[config.mk]
export PLATFORM = sky130hd
export DESIGN_NAME = smoothed_hand_grab_gesture_detector_top_flat
export DESIGN_NICKNAME = d
export VERILOG_FILES = /design/src/sv/shgd_pkg.sv /design/src/sv/shgd_if.sv /design/src/sv/shgd_ram.sv /design/src/sv/smoothed_hand_grab_gesture_detector_top.sv /design/src/flat_wrapper.sv
export SDC_FILE = /design/constraint.sdc
export NUM_CORES = 2
export LEC_CHECK = 0
export BUFFER_PORTS_ARGS = -buffer_cell sky130_fd_sc_hd__buf_2
export CAP_MARGIN = 40
export CORE_MARGIN = 2
export CORE_UTILIZATION = 53
export CTS_BUF_LIST = sky130_fd_sc_hd__clkbuf_16
export CTS_CLUSTER_DIAMETER = 150
export DETAILED_ROUTE_END_ITERATION = 12
export MAX_ROUTING_LAYER = met4
export PLACE_DENSITY = 0.79
export SETUP_SLACK_MARGIN = 0.15
export SYNTH_ARGS = -nofsm -noshare
export SYNTH_HDL_FRONTEND = slang
export SYNTH_HIERARCHICAL = 1
export SYNTH_SLANG_ARGS = --single-unit
[constraint.sdc]
create_clock -name clock -period 27.9 [get_ports clock]
set_input_delay 2.79 -clock clock [delete_from_list [all_inputs] [get_ports clock]]
set_output_delay 2.79 -clock clock [all_outputs]
set_load 0.02 [all_outputs]
[src/sv/shgd_pkg.sv]
// ----------------------------------------------------------------------------
// shgd_pkg
// Shared types, constants and helpers of the smoothed hand grab gesture
// detector.
// ----------------------------------------------------------------------------
package shgd_pkg;

   localparam int WINDOW_DEFAULT = 8;
   localparam int NCOORD = 6;
   localparam int COORD_W = 16;
   localparam int RING_W = NCOORD * COORD_W;
   localparam int FMS_W = 10;
   localparam int OPEN_W = 17;
   localparam logic [OPEN_W-1:0] OPEN_MAX = 17'd131071;

   localparam int CSR_DATA_W = 16;
   localparam int THR_W = 15;
   localparam int REL_MS_W = 16;

   localparam logic ENABLE_RESET = 1'b1;
   localparam logic [THR_W-1:0] SWAP_THR_RESET = 15'd819;
   localparam logic [THR_W-1:0] DEADZONE_RESET = 15'd82;
   localparam logic [REL_MS_W-1:0] RELEASE_RESET = 16'd100;

   typedef enum logic [1:0] {
      CSR_GESTURE_ENABLE = 2'd0,
      CSR_SWAP_THRESHOLD = 2'd1,
      CSR_PAN_DEADZONE   = 2'd2,
      CSR_RELEASE_MS     = 2'd3
   } csr_addr_type;

   typedef enum logic [1:0] {
      GESTURE_NONE = 2'd0,
      GESTURE_PAN  = 2'd1,
      GESTURE_SWAP = 2'd2
   } gesture_type;

   typedef enum logic [2:0] {
      ST_IDLE,
      ST_READ,
      ST_DIVIDE,
      ST_OFFSET,
      ST_GESTURE
   } state_type;

   function automatic logic signed [COORD_W-1:0] sat16(input logic signed [17:0] v);
      logic signed [COORD_W-1:0] r;
      if (v > 18'sd32767) begin
         r = 16'sh7fff;
      end else if (v < -18'sd32768) begin
         r = 16'sh8000;
      end else begin
         r = v[COORD_W-1:0];
      end
      return r;
   endfunction

endpackage

[src/sv/shgd_if.sv]
// ----------------------------------------------------------------------------
// shgd interfaces
// Valid/ready channels for body frames, results and register writes.
// ----------------------------------------------------------------------------
interface shgd_req_if;
   logic                 valid;
   logic                 ready;
   logic signed [15:0]   hand_x;
   logic signed [15:0]   hand_y;
   logic signed [15:0]   hand_z;
   logic signed [15:0]   spine_x;
   logic signed [15:0]   spine_y;
   logic signed [15:0]   spine_z;
   logic                 right_closed;
   logic                 left_closed;
   logic [shgd_pkg::FMS_W-1:0] frame_ms;

   modport source (output valid, hand_x, hand_y, hand_z, spine_x, spine_y, spine_z,
                   right_closed, left_closed, frame_ms, input ready);
   modport sink (input valid, hand_x, hand_y, hand_z, spine_x, spine_y, spine_z,
                 right_closed, left_closed, frame_ms, output ready);
endinterface

interface shgd_rsp_if;
   logic                 valid;
   logic                 ready;
   logic signed [15:0]   rel_x;
   logic signed [15:0]   rel_y;
   logic signed [15:0]   rel_z;
   logic                 event_valid;
   logic [1:0]           event_kind;
   logic signed [15:0]   delta_x;
   logic signed [15:0]   delta_y;
   logic                 event_flag;
   logic [1:0]           gesture_now;

   modport source (output valid, rel_x, rel_y, rel_z, event_valid, event_kind, delta_x,
                   delta_y, event_flag, gesture_now, input ready);
   modport sink (input valid, rel_x, rel_y, rel_z, event_valid, event_kind, delta_x,
                 delta_y, event_flag, gesture_now, output ready);
endinterface

interface shgd_csr_if;
   logic                              valid;
   logic                              ready;
   shgd_pkg::csr_addr_type            addr;
   logic [shgd_pkg::CSR_DATA_W-1:0]   data;

   modport source (output valid, addr, data, input ready);
   modport sink (input valid, addr, data, output ready);
endinterface

[src/sv/shgd_ram.sv]
// ----------------------------------------------------------------------------
// shgd_ram
// Generic single-write, single-read RAM with a registered read port.
// ----------------------------------------------------------------------------
module shgd_ram #(
   parameter int WIDTH = 8,
   parameter int DEPTH = 8,
   localparam int ADDR_W = (DEPTH > 1) ? $clog2(DEPTH) : 1
) (
   input  logic              clock,
   input  logic              wr_en,
   input  logic [ADDR_W-1:0] wr_addr,
   input  logic [WIDTH-1:0]  wr_data,
   input  logic              rd_en,
   input  logic [ADDR_W-1:0] rd_addr,
   output logic [WIDTH-1:0]  rd_data
);

   logic [WIDTH-1:0] mem [DEPTH];
   logic [WIDTH-1:0] rd_data_ff;

   always_ff @(posedge clock) begin
      if (wr_en) begin
         mem[wr_addr] <= wr_data;
      end
      if (rd_en) begin
         rd_data_ff <= mem[rd_addr];
      end
   end

   assign rd_data = rd_data_ff;

endmodule

[src/sv/smoothed_hand_grab_gesture_detector_top.sv]
// ----------------------------------------------------------------------------
// smoothed_hand_grab_gesture_detector_top
// Moving-average joint smoothing and grab gesture rule for body frames.
// ----------------------------------------------------------------------------
// A new item is taken only once the last one is through: the block accepts it
// and reads the oldest sample from the ring RAM, updates the running sums and
// writes the new sample, passes through the shared reciprocal multiplier that
// rounds the six averages one after another, forms the hand minus spine
// offset and applies the gesture rule, which loads the result register and
// waits there only while the previous result has not been taken. Register
// writes are taken in every cycle.
module smoothed_hand_grab_gesture_detector_top #(
   parameter int WINDOW = shgd_pkg::WINDOW_DEFAULT
) (
   input logic         clock,
   input logic         reset,
   shgd_req_if.sink    req_bus,
   shgd_rsp_if.source  rsp_bus,
   shgd_csr_if.sink    csr_bus
);

   localparam int K = $clog2(WINDOW);
   localparam int SUM_W = shgd_pkg::COORD_W + K;
   localparam int S = SUM_W + K;
   localparam int R_W = S + 1;
   localparam int P_W = SUM_W + R_W;
   localparam int Q_W = 17;
   localparam int CNT_W = $clog2(WINDOW + 1);
   localparam int WP_W = (WINDOW > 1) ? $clog2(WINDOW) : 1;
   localparam logic [2:0] DIV_LAST = 3'(shgd_pkg::NCOORD);

   shgd_pkg::state_type state_ff, state_in;

   logic                            en_ff;
   logic [shgd_pkg::THR_W-1:0]      thr_ff;
   logic [shgd_pkg::THR_W-1:0]      dz_ff;
   logic [shgd_pkg::REL_MS_W-1:0]   rel_ms_ff;

   logic signed [15:0]              smp_ff [shgd_pkg::NCOORD];
   logic                            rc_ff;
   logic                            lc_ff;
   logic [shgd_pkg::FMS_W-1:0]      fms_ff;

   logic signed [SUM_W-1:0]         sum_ff [shgd_pkg::NCOORD];
   logic [CNT_W-1:0]                fill_ff;
   logic [WP_W-1:0]                 wp_ff;
   logic [2:0]                      div_idx_ff;
   logic [P_W-1:0]                  prod_ff;
   logic                            neg_ff;
   logic signed [Q_W-1:0]           avg_ff [shgd_pkg::NCOORD];
   logic signed [15:0]              rel_ff [3];

   logic signed [15:0]              anchor_x_ff;
   logic signed [15:0]              anchor_y_ff;
   logic                            held_ff;
   logic                            latch_ff;
   shgd_pkg::gesture_type           gesture_ff;
   logic [shgd_pkg::OPEN_W-1:0]     open_ff;

   logic                            rsp_valid_ff;
   logic signed [15:0]              out_rel_ff [3];
   logic                            out_ev_valid_ff;
   shgd_pkg::gesture_type           out_ev_kind_ff;
   logic signed [15:0]              out_dx_ff;
   logic signed [15:0]              out_dy_ff;
   logic                            out_flag_ff;
   shgd_pkg::gesture_type           out_gesture_ff;

   logic                            req_ready;
   logic                            ram_rd_en;
   logic                            ram_wr_en;
   logic                            out_load;
   logic [shgd_pkg::RING_W-1:0]     ram_wr_data;
   logic [shgd_pkg::RING_W-1:0]     ram_rd_data;
   logic                            full;

   logic [R_W-1:0]                  recip_tab [WINDOW+1];

   // Reciprocals ceil(2^S / n) give an exact floor quotient for every
   // dividend below 2^SUM_W.
   assign recip_tab[0] = '0;
   for (genvar g = 1; g <= WINDOW; g++) begin : g_recip
      localparam logic [R_W-1:0] RECIP =
         R_W'(((64'd1 << S) + 64'(g) - 64'd1) / 64'(g));
      assign recip_tab[g] = RECIP;
   end

   shgd_ram #(
      .WIDTH (shgd_pkg::RING_W),
      .DEPTH (WINDOW)
   ) u_ring (
      .clock   (clock),
      .wr_en   (ram_wr_en),
      .wr_addr (wp_ff),
      .wr_data (ram_wr_data),
      .rd_en   (ram_rd_en),
      .rd_addr (wp_ff),
      .rd_data (ram_rd_data)
   );

   assign full = (fill_ff == CNT_W'(WINDOW));
   assign ram_wr_data = {smp_ff[5], smp_ff[4], smp_ff[3], smp_ff[2], smp_ff[1], smp_ff[0]};

   always_ff @(posedge clock) begin
      if (reset) begin
         state_ff <= shgd_pkg::ST_IDLE;
      end else begin
         state_ff <= state_in;
      end
   end

   always_comb begin
      state_in = state_ff;
      req_ready = 1'b0;
      ram_rd_en = 1'b0;
      ram_wr_en = 1'b0;
      out_load = 1'b0;
      unique case (state_ff)
         shgd_pkg::ST_IDLE: begin
            req_ready = 1'b1;
            if (req_bus.valid) begin
               ram_rd_en = 1'b1;
               state_in = shgd_pkg::ST_READ;
            end
         end
         shgd_pkg::ST_READ: begin
            ram_wr_en = 1'b1;
            state_in = shgd_pkg::ST_DIVIDE;
         end
         shgd_pkg::ST_DIVIDE: begin
            if (div_idx_ff == DIV_LAST) begin
               state_in = shgd_pkg::ST_OFFSET;
            end
         end
         shgd_pkg::ST_OFFSET: begin
            state_in = shgd_pkg::ST_GESTURE;
         end
         shgd_pkg::ST_GESTURE: begin
            if (!rsp_valid_ff || rsp_bus.ready) begin
               out_load = 1'b1;
               state_in = shgd_pkg::ST_IDLE;
            end
         end
         default: begin
            state_in = shgd_pkg::ST_IDLE;
         end
      endcase
   end

   assign req_bus.ready = req_ready;
   assign csr_bus.ready = 1'b1;

   always_ff @(posedge clock) begin
      if (reset) begin
         en_ff <= shgd_pkg::ENABLE_RESET;
         thr_ff <= shgd_pkg::SWAP_THR_RESET;
         dz_ff <= shgd_pkg::DEADZONE_RESET;
         rel_ms_ff <= shgd_pkg::RELEASE_RESET;
      end else if (csr_bus.valid) begin
         unique case (csr_bus.addr)
            shgd_pkg::CSR_GESTURE_ENABLE: en_ff <= csr_bus.data[0];
            shgd_pkg::CSR_SWAP_THRESHOLD: thr_ff <= csr_bus.data[shgd_pkg::THR_W-1:0];
            shgd_pkg::CSR_PAN_DEADZONE:   dz_ff <= csr_bus.data[shgd_pkg::THR_W-1:0];
            shgd_pkg::CSR_RELEASE_MS:     rel_ms_ff <= csr_bus.data;
            default: begin
            end
         endcase
      end
   end

   always_ff @(posedge clock) begin
      if (req_ready && req_bus.valid) begin
         smp_ff[0] <= req_bus.hand_x;
         smp_ff[1] <= req_bus.hand_y;
         smp_ff[2] <= req_bus.hand_z;
         smp_ff[3] <= req_bus.spine_x;
         smp_ff[4] <= req_bus.spine_y;
         smp_ff[5] <= req_bus.spine_z;
         rc_ff <= req_bus.right_closed;
         lc_ff <= req_bus.left_closed;
         fms_ff <= req_bus.frame_ms;
      end
   end

   // Running sums, fill count and ring pointer.
   always_ff @(posedge clock) begin
      if (reset) begin
         for (int i = 0; i < shgd_pkg::NCOORD; i++) begin
            sum_ff[i] <= '0;
         end
         fill_ff <= '0;
         wp_ff <= '0;
      end else if (ram_wr_en) begin
         for (int i = 0; i < shgd_pkg::NCOORD; i++) begin
            sum_ff[i] <= sum_ff[i] + SUM_W'(smp_ff[i])
               - (full ? SUM_W'(signed'(ram_rd_data[16*i +: 16])) : SUM_W'(0));
         end
         if (!full) begin
            fill_ff <= fill_ff + CNT_W'(1);
         end
         wp_ff <= (wp_ff == WP_W'(WINDOW - 1)) ? '0 : wp_ff + WP_W'(1);
      end
   end

   // Shared rounding divider: one coordinate enters the multiplier per cycle
   // and its quotient is signed and stored in the next.
   logic [2:0]              div_sel;
   logic signed [SUM_W-1:0] div_sum;
   logic [SUM_W-1:0]        div_mag;
   logic [SUM_W-1:0]        div_x;
   logic [Q_W-1:0]          div_q;

   always_comb begin
      div_sel = (div_idx_ff == DIV_LAST) ? 3'd0 : div_idx_ff;
      div_sum = sum_ff[div_sel];
      div_mag = div_sum[SUM_W-1] ? SUM_W'(-div_sum) : SUM_W'(div_sum);
      div_x = div_mag + SUM_W'(fill_ff >> 1);
      div_q = prod_ff[S +: Q_W];
   end

   always_ff @(posedge clock) begin
      if (reset) begin
         div_idx_ff <= '0;
      end else if (ram_wr_en) begin
         div_idx_ff <= '0;
      end else if (state_ff == shgd_pkg::ST_DIVIDE) begin
         div_idx_ff <= div_idx_ff + 3'd1;
      end
   end

   always_ff @(posedge clock) begin
      if (state_ff == shgd_pkg::ST_DIVIDE) begin
         prod_ff <= P_W'(div_x) * P_W'(recip_tab[fill_ff]);
         neg_ff <= div_sum[SUM_W-1];
         if (div_idx_ff != 3'd0) begin
            avg_ff[div_idx_ff - 3'd1] <= neg_ff ? signed'(-div_q) : signed'(div_q);
         end
      end
   end

   always_ff @(posedge clock) begin
      if (state_ff == shgd_pkg::ST_OFFSET) begin
         for (int i = 0; i < 3; i++) begin
            rel_ff[i] <= shgd_pkg::sat16(18'(avg_ff[i]) - 18'(avg_ff[i+3]));
         end
      end
   end

   // Gesture rule.
   logic [17:0]                  open_sum;
   logic [shgd_pkg::OPEN_W-1:0]  open_new;
   logic [shgd_pkg::OPEN_W-1:0]  open_in;
   logic signed [16:0]           rx;
   logic signed [16:0]           ry;
   logic [16:0]                  rx_mag;
   logic [16:0]                  ry_mag;
   logic signed [15:0]           anchor_x_in;
   logic signed [15:0]           anchor_y_in;
   logic                         held_in;
   logic                         latch_in;
   shgd_pkg::gesture_type        gesture_in;
   logic                         ev_valid;
   shgd_pkg::gesture_type        ev_kind;
   logic signed [15:0]           ev_dx;
   logic signed [15:0]           ev_dy;
   logic                         ev_flag;

   always_comb begin
      open_sum = 18'(open_ff) + 18'(fms_ff);
      open_new = (open_sum > 18'(shgd_pkg::OPEN_MAX)) ? shgd_pkg::OPEN_MAX
                                                      : open_sum[shgd_pkg::OPEN_W-1:0];
      rx = 17'(anchor_x_ff) - 17'(rel_ff[0]);
      ry = 17'(anchor_y_ff) - 17'(rel_ff[1]);
      rx_mag = rx[16] ? 17'(-rx) : 17'(rx);
      ry_mag = ry[16] ? 17'(-ry) : 17'(ry);
      open_in = open_new;
      anchor_x_in = anchor_x_ff;
      anchor_y_in = anchor_y_ff;
      held_in = held_ff;
      latch_in = latch_ff;
      gesture_in = gesture_ff;
      ev_valid = 1'b0;
      ev_kind = shgd_pkg::GESTURE_NONE;
      ev_dx = '0;
      ev_dy = '0;
      ev_flag = 1'b0;
      if (en_ff) begin
         if (rc_ff) begin
            open_in = '0;
            if (held_ff) begin
               if (rx_mag > 17'(thr_ff) && lc_ff) begin
                  gesture_in = shgd_pkg::GESTURE_SWAP;
                  ev_valid = 1'b1;
                  ev_kind = shgd_pkg::GESTURE_SWAP;
                  ev_dx = shgd_pkg::sat16(18'(rx));
                  ev_dy = shgd_pkg::sat16(18'(ry));
                  ev_flag = latch_ff;
                  latch_in = 1'b1;
               end else if (!lc_ff) begin
                  gesture_in = shgd_pkg::GESTURE_PAN;
                  ev_valid = 1'b1;
                  ev_kind = shgd_pkg::GESTURE_PAN;
                  ev_dx = (rx_mag > 17'(dz_ff)) ? shgd_pkg::sat16(18'(rx)) : 16'sd0;
                  ev_dy = (ry_mag > 17'(dz_ff)) ? shgd_pkg::sat16(18'(ry)) : 16'sd0;
                  ev_flag = 1'b1;
               end else begin
                  latch_in = 1'b0;
               end
            end else begin
               gesture_in = shgd_pkg::GESTURE_PAN;
               anchor_x_in = rel_ff[0];
               anchor_y_in = rel_ff[1];
            end
            held_in = 1'b1;
         end else if (open_new > 17'(rel_ms_ff)) begin
            open_in = '0;
            gesture_in = shgd_pkg::GESTURE_NONE;
            anchor_x_in = '0;
            anchor_y_in = '0;
            held_in = 1'b0;
            latch_in = 1'b0;
         end
      end
   end

   always_ff @(posedge clock) begin
      if (reset) begin
         anchor_x_ff <= '0;
         anchor_y_ff <= '0;
         held_ff <= 1'b0;
         latch_ff <= 1'b0;
         gesture_ff <= shgd_pkg::GESTURE_NONE;
         open_ff <= '0;
      end else if (out_load) begin
         anchor_x_ff <= anchor_x_in;
         anchor_y_ff <= anchor_y_in;
         held_ff <= held_in;
         latch_ff <= latch_in;
         gesture_ff <= gesture_in;
         open_ff <= open_in;
      end
   end

   always_ff @(posedge clock) begin
      if (reset) begin
         rsp_valid_ff <= 1'b0;
      end else if (out_load) begin
         rsp_valid_ff <= 1'b1;
      end else if (rsp_bus.ready) begin
         rsp_valid_ff <= 1'b0;
      end
   end

   always_ff @(posedge clock) begin
      if (out_load) begin
         for (int i = 0; i < 3; i++) begin
            out_rel_ff[i] <= rel_ff[i];
         end
         out_ev_valid_ff <= ev_valid;
         out_ev_kind_ff <= ev_kind;
         out_dx_ff <= ev_dx;
         out_dy_ff <= ev_dy;
         out_flag_ff <= ev_flag;
         out_gesture_ff <= gesture_in;
      end
   end

   assign rsp_bus.valid = rsp_valid_ff;
   assign rsp_bus.rel_x = out_rel_ff[0];
   assign rsp_bus.rel_y = out_rel_ff[1];
   assign rsp_bus.rel_z = out_rel_ff[2];
   assign rsp_bus.event_valid = out_ev_valid_ff;
   assign rsp_bus.event_kind = out_ev_kind_ff;
   assign rsp_bus.delta_x = out_dx_ff;
   assign rsp_bus.delta_y = out_dy_ff;
   assign rsp_bus.event_flag = out_flag_ff;
   assign rsp_bus.gesture_now = out_gesture_ff;

endmodule
[src/flat_wrapper.sv]
// flat-port wrapper written by rule: the top's interface ports become plain ports
module smoothed_hand_grab_gesture_detector_top_flat 
#(
   parameter int WINDOW = shgd_pkg::WINDOW_DEFAULT
)
  (clock, reset, req_bus_valid, req_bus_hand_x, req_bus_hand_y, req_bus_hand_z, req_bus_spine_x, req_bus_spine_y, req_bus_spine_z, req_bus_right_closed, req_bus_left_closed, req_bus_frame_ms, req_bus_ready, rsp_bus_valid, rsp_bus_rel_x, rsp_bus_rel_y, rsp_bus_rel_z, rsp_bus_event_valid, rsp_bus_event_kind, rsp_bus_delta_x, rsp_bus_delta_y, rsp_bus_event_flag, rsp_bus_gesture_now, rsp_bus_ready, csr_bus_valid, csr_bus_addr, csr_bus_data, csr_bus_ready);
  shgd_req_if req_bus_i ();
  shgd_rsp_if rsp_bus_i ();
  shgd_csr_if csr_bus_i ();
  input logic clock;
  input logic reset;
  input wire logic [$bits(req_bus_i.valid)-1:0] req_bus_valid;
  input wire logic [$bits(req_bus_i.hand_x)-1:0] req_bus_hand_x;
  input wire logic [$bits(req_bus_i.hand_y)-1:0] req_bus_hand_y;
  input wire logic [$bits(req_bus_i.hand_z)-1:0] req_bus_hand_z;
  input wire logic [$bits(req_bus_i.spine_x)-1:0] req_bus_spine_x;
  input wire logic [$bits(req_bus_i.spine_y)-1:0] req_bus_spine_y;
  input wire logic [$bits(req_bus_i.spine_z)-1:0] req_bus_spine_z;
  input wire logic [$bits(req_bus_i.right_closed)-1:0] req_bus_right_closed;
  input wire logic [$bits(req_bus_i.left_closed)-1:0] req_bus_left_closed;
  input wire logic [$bits(req_bus_i.frame_ms)-1:0] req_bus_frame_ms;
  output wire logic [$bits(req_bus_i.ready)-1:0] req_bus_ready;
  output wire logic [$bits(rsp_bus_i.valid)-1:0] rsp_bus_valid;
  output wire logic [$bits(rsp_bus_i.rel_x)-1:0] rsp_bus_rel_x;
  output wire logic [$bits(rsp_bus_i.rel_y)-1:0] rsp_bus_rel_y;
  output wire logic [$bits(rsp_bus_i.rel_z)-1:0] rsp_bus_rel_z;
  output wire logic [$bits(rsp_bus_i.event_valid)-1:0] rsp_bus_event_valid;
  output wire logic [$bits(rsp_bus_i.event_kind)-1:0] rsp_bus_event_kind;
  output wire logic [$bits(rsp_bus_i.delta_x)-1:0] rsp_bus_delta_x;
  output wire logic [$bits(rsp_bus_i.delta_y)-1:0] rsp_bus_delta_y;
  output wire logic [$bits(rsp_bus_i.event_flag)-1:0] rsp_bus_event_flag;
  output wire logic [$bits(rsp_bus_i.gesture_now)-1:0] rsp_bus_gesture_now;
  input wire logic [$bits(rsp_bus_i.ready)-1:0] rsp_bus_ready;
  input wire logic [$bits(csr_bus_i.valid)-1:0] csr_bus_valid;
  input wire logic [$bits(csr_bus_i.addr)-1:0] csr_bus_addr;
  input wire logic [$bits(csr_bus_i.data)-1:0] csr_bus_data;
  output wire logic [$bits(csr_bus_i.ready)-1:0] csr_bus_ready;
  assign req_bus_i.valid = req_bus_valid;
  assign req_bus_i.hand_x = req_bus_hand_x;
  assign req_bus_i.hand_y = req_bus_hand_y;
  assign req_bus_i.hand_z = req_bus_hand_z;
  assign req_bus_i.spine_x = req_bus_spine_x;
  assign req_bus_i.spine_y = req_bus_spine_y;
  assign req_bus_i.spine_z = req_bus_spine_z;
  assign req_bus_i.right_closed = req_bus_right_closed;
  assign req_bus_i.left_closed = req_bus_left_closed;
  assign req_bus_i.frame_ms = req_bus_frame_ms;
  assign req_bus_ready = req_bus_i.ready;
  assign rsp_bus_valid = rsp_bus_i.valid;
  assign rsp_bus_rel_x = rsp_bus_i.rel_x;
  assign rsp_bus_rel_y = rsp_bus_i.rel_y;
  assign rsp_bus_rel_z = rsp_bus_i.rel_z;
  assign rsp_bus_event_valid = rsp_bus_i.event_valid;
  assign rsp_bus_event_kind = rsp_bus_i.event_kind;
  assign rsp_bus_delta_x = rsp_bus_i.delta_x;
  assign rsp_bus_delta_y = rsp_bus_i.delta_y;
  assign rsp_bus_event_flag = rsp_bus_i.event_flag;
  assign rsp_bus_gesture_now = rsp_bus_i.gesture_now;
  assign rsp_bus_i.ready = rsp_bus_ready;
  assign csr_bus_i.valid = csr_bus_valid;
  assign csr_bus_i.addr = csr_bus_addr;
  assign csr_bus_i.data = csr_bus_data;
  assign csr_bus_ready = csr_bus_i.ready;
  smoothed_hand_grab_gesture_detector_top #(.WINDOW(WINDOW)) u_core (.clock(clock), .reset(reset), .req_bus(req_bus_i), .rsp_bus(rsp_bus_i), .csr_bus(csr_bus_i));
endmodule
==> flow_summary.json <==
{
  "worst_skew_pair_latency_ns": 0.80,
  "met2RoutedLength_mm": 99.2,
  "total_setup_violations_reported_at_the_end_of_the_flow": 0,
  "yosysWarnings": 6,
  "layout_worst_path_cycle_share_pct": 47.2,
  "cts-hold-fix-buffers": 0,
  "vdd_drop_max_mv": 0.0595,
  "worst_setup_hold_path_clk_slew_ns": 0.06,
  "drt_iter0_drc": 4053,
  "grt_overflow_total": 0,
  "worst_path_fanout_max": 55,
  "slew_viol_final": 0,
  "viasPerCell": 5.70,
  "setup_buffers_after_cts": 0,
  "timing.setup.critical_path_class": "flip-flop to flip-flop",
  "highest_layer": "met4",
  "io_buffers": 218,
  "synth.net_count": 7344,
  "tritoncts_num_sinks": 1454,
  "top_level_pins": 220,
  "synth_simple_gate_area_share_pct": 8.04,
  "synthCells": 6363,
  "synth_edf_count": 1340,
  "die_w_um": 397,
  "worst-endpoint-arrival_ns": 13.69,
  "routed_wl_mm": 201,
  "yosysSeqAreaShare_pct": 52.0,
  "most_frequent_standard_cell_in_the_layout_excluding_fill_and_tap_cells": "edfxtp_1",
  "longest_clk_path_bufs": 3,
  "most-common-layout-cells": "1340 x edfxtp_1, 1155 x inv_1, 450 x fa_1, 400 x ha_1, 364 x nand2_1",
  "min_path_cells": 0,
  "maximum_number_of_pins_on_one_net_before_global_route_repair": 139,
  "worstSetupStartpointType": "flip-flop",
  "dp_hpwl_mm": 142,
  "placed_insts": 8523,
  "crit_top_cell": "fa_1",
  "cts.root.buffer_cell": "clkbuf_16",
  "rsz_0062_raised_after_global_routing": "no",
  "nNetsFinal": 7612,
  "timing.slew.headroom_pct": 28.8,
  "tritoncts": "done",
  "cp_slowest_cell": "xor2_1",
  "worstMarginPinSlew_ns": 1.06,
  "ant_nets": 0,
  "grt_pass1_wl_mm": 306,
  "synth_compound_area_share_pct": 6.65,
  "outcome": "complete, no violations",
  "detail_route.wl_per_cell_um": 22.8,
  "synth-main-ff-cell": "edfxtp_1",
  "period_needed_ns": 13.17,
  "yosysUniqueCellTypes": 103,
  "powerDensity_nw_per_um2": 57.8,
  "synthesis.area_per_instance_um2": 12.8,
  "fraction_of_final_layout_cells_with_drive_strength_greater_than_1_pct": 13.6,
  "synth-adder-area-share_pct": 17.2,
  "layout-area-overhead-vs-synth_pct": 10.8,
  "fin_cells": 8798,
  "rr_worst_depth": 39,
  "die_area_um2": 157000,
  "clock_skew_ns": 0.0449,
  "cts.repair.resized": 0,
  "finalHoldViolations": 0,
  "worstHoldPathType": "flip-flop to flip-flop",
  "setup-tns-final_ns": 0,
  "worst_setup_path_end_kind": "flip-flop",
  "core.rowCount": 144,
  "antenna_found_initial": 3,
  "max_clock_freq_ghz": 0.0759,
  "ys_async_sr_fraction_pct": 0,
  "combinational_family_with_the_most_area_after_synthesis": "adder cells",
  "vias_post_dr": 50200,
  "required_ns": 28.42,
  "htree_num_levels": 4,
  "place.gp.congestion": 0.972,
  "first_global_vias": 51200,
  "timing.max_cap.violations": 0,
  "synth.mux.area_fraction_pct": 7.15,
  "synth_seq_cells": 1454,
  "number_of_buffers_inserted_during_clock_tree_synthesis": 150,
  "met3RoutedLength_mm": 12.8,
  "p_leak_nw": 36.0,
  "synth_xor_xnor_area_share_pct": 2.60,
  "met1_length_mm": 81.8,
  "groute.usage.overall_pct": 26.6,
  "core_area_um2": 154000,
  "drc": 0,
  "start_util_pct": 53.2,
  "drtPass1Iterations": 6,
  "timing.critical_path.slowest_cell_delay_ns": 0.69,
  "post_synthesis_instance_area_um2": 81700,
  "die_h_um": 397
}
==> cells in the mapped netlist, types with 9 or more instances <==
master	instances	area share, %
edfxtp_1	1340	49
inv_1	1121	5.1
fa_1	450	11
ha_1	400	6.1
nand2_1	366	1.7
nor2_1	330	1.5
a21oi_1	244	1.5
mux4_2	192	5.3
xnor2_1	175	1.9
o21ai_0	171	1.0
clkbuf_1	127	0.58
and2_1	115	0.88
dfxtp_1	114	2.8
nor3_1	107	0.66
mux2_2	103	1.4
nand2b_1	102	0.78
a21o_1	95	0.87
nand3_1	85	0.52
xor2_1	64	0.69
nor2b_1	52	0.40
o21a_1	35	0.32
o211ai_1	32	0.29
or3_1	32	0.25
and3_1	31	0.24
mux2i_1	31	0.38
a21boi_0	28	0.26
buf_6	27	0.37
a31oi_1	26	0.20
nor4_1	23	0.18
nand4_1	21	0.16
a211oi_1	19	0.17
a22o_1	19	0.20
buf_2	18	0.11
buf_1	17	0.078
or2_2	16	0.12
o21bai_1	15	0.14
a211o_1	14	0.15
o31ai_1	13	0.12
a2111oi_0	12	0.13
nand3b_1	11	0.10
a31o_2	10	0.11
nor3b_1	9	0.083
==> per-stage QoR <==
stage | util [%] | worst slack, ns | hold WS, ns | total power [mW] | cell area (um2)
floorplan | - | 16.21 | 0.400 | 3.09 | 81700
global placement | 55.4 | 14.78 | 0.403 | 3.26 | 85000
detailed placement | 55.8 | 14.86 | 0.405 | 3.30 | 85600
CTS | 59.0 | 14.81 | 0.420 | 5.26 | 90500
global route | 59.0 | 13.95 | 0.425 | 5.43 | 90500
finish | 59.0 | 14.73 | 0.418 | 5.23 | 90500
==> kinds of logic after synthesis <==
logic type                 after synthesis
xor gates and xnor gates               241
AOI/OAI and AO/OA                      827
muxes                                  330
DFF                                   1454
other                                    1
adders and majority gates              850
and+or+nand+nor                       1342
buffers and inverters                 1318
==> where the power goes <==
| part | switching [mW] | leakage, nW | internal [mW] |
|---|---|---|---|
| clock | 0.855 | 2.51 | 1.11 |
| sequential | 0.0654 | 13.4 | 2.47 |
| combinational | 0.439 | 20.1 | 0.285 |
| total | 1.36 | 36.0 | 3.87 |
==> area by class of cell <==
type,instances,area [um2]
Fill cell,11800,63000
Sequential cell,1454,42500
Multi-Input combinational cell,3591,34100
Inverter,1123,4220
Clock buffer,153,3830
Tap cell,2044,2560
Timing Repair Buffer,311,2200
Clock inverter,118,1060
Antenna cell,4,10.0
==> worst max-delay path: cells and delay by family, from the launching register on <==
family	cells	cell delay [ns]
adders and majority gates	10	4.60
DFF	1	0.44
and+or+nand+nor	9	3.08
xor gates and xnor gates	3	0.94
buffers and inverters	4	0.55
AOI/OAI and AO/OA	13	3.26
==> layer usage <==
layer | vias up | GRT usage (%)
met5 | - | -
li1 | 22600 | -
met4 | 0 | 9.29
met1 | 25300 | 34.1
met2 | 1902 | 43.6
met3 | 367 | 3.55
==> final timing paths <==
| check | slack, ns | to | start |
|---|---|---|---|
| setup / recovery | 14.73 | u_core/prod_ff[38]$_DFFE_PN_ | u_core/div_idx_ff[0]$_SDFFE_PP0N_ |
| hold / removal | 0.42 | u_core/out_rel_ff[0][32]$_DFFE_PP_ | u_core/rel_ff[0][32]$_SDFFCE_PN1P_ |
| setup reg to reg | 14.73 | u_core/prod_ff[38]$_DFFE_PN_ | u_core/div_idx_ff[0]$_SDFFE_PP0N_ |
| hold reg to reg | 0.42 | u_core/out_rel_ff[0][32]$_DFFE_PP_ | u_core/rel_ff[0][32]$_SDFFCE_PN1P_ |
==> registers in the layout, indices dropped and copies added, names as in the netlist, 3 cells and up <==
name	flops
u_core/prod_ff	17
u_core/rsp_bus.delta_x	16
u_core/state_ff	3
u_core/anchor_x_ff	16
u_core/rsp_bus.delta_y	16
u_core/u_ring/rd_data	96
u_core/fms_ff	10
u_core/out_rel_ff	48
u_core/sum_ff	114
u_core/fill_ff	4
u_core/anchor_y_ff	16
u_core/u_ring/mem	768
u_core/rel_ff	48
u_core/smp_ff	96
u_core/dz_ff	15
u_core/thr_ff	15
u_core/avg_ff	102
u_core/wp_ff	3
u_core/rel_ms_ff	16
u_core/div_idx_ff	3
u_core/open_ff	17
Power figures use the tool's default switching activity.
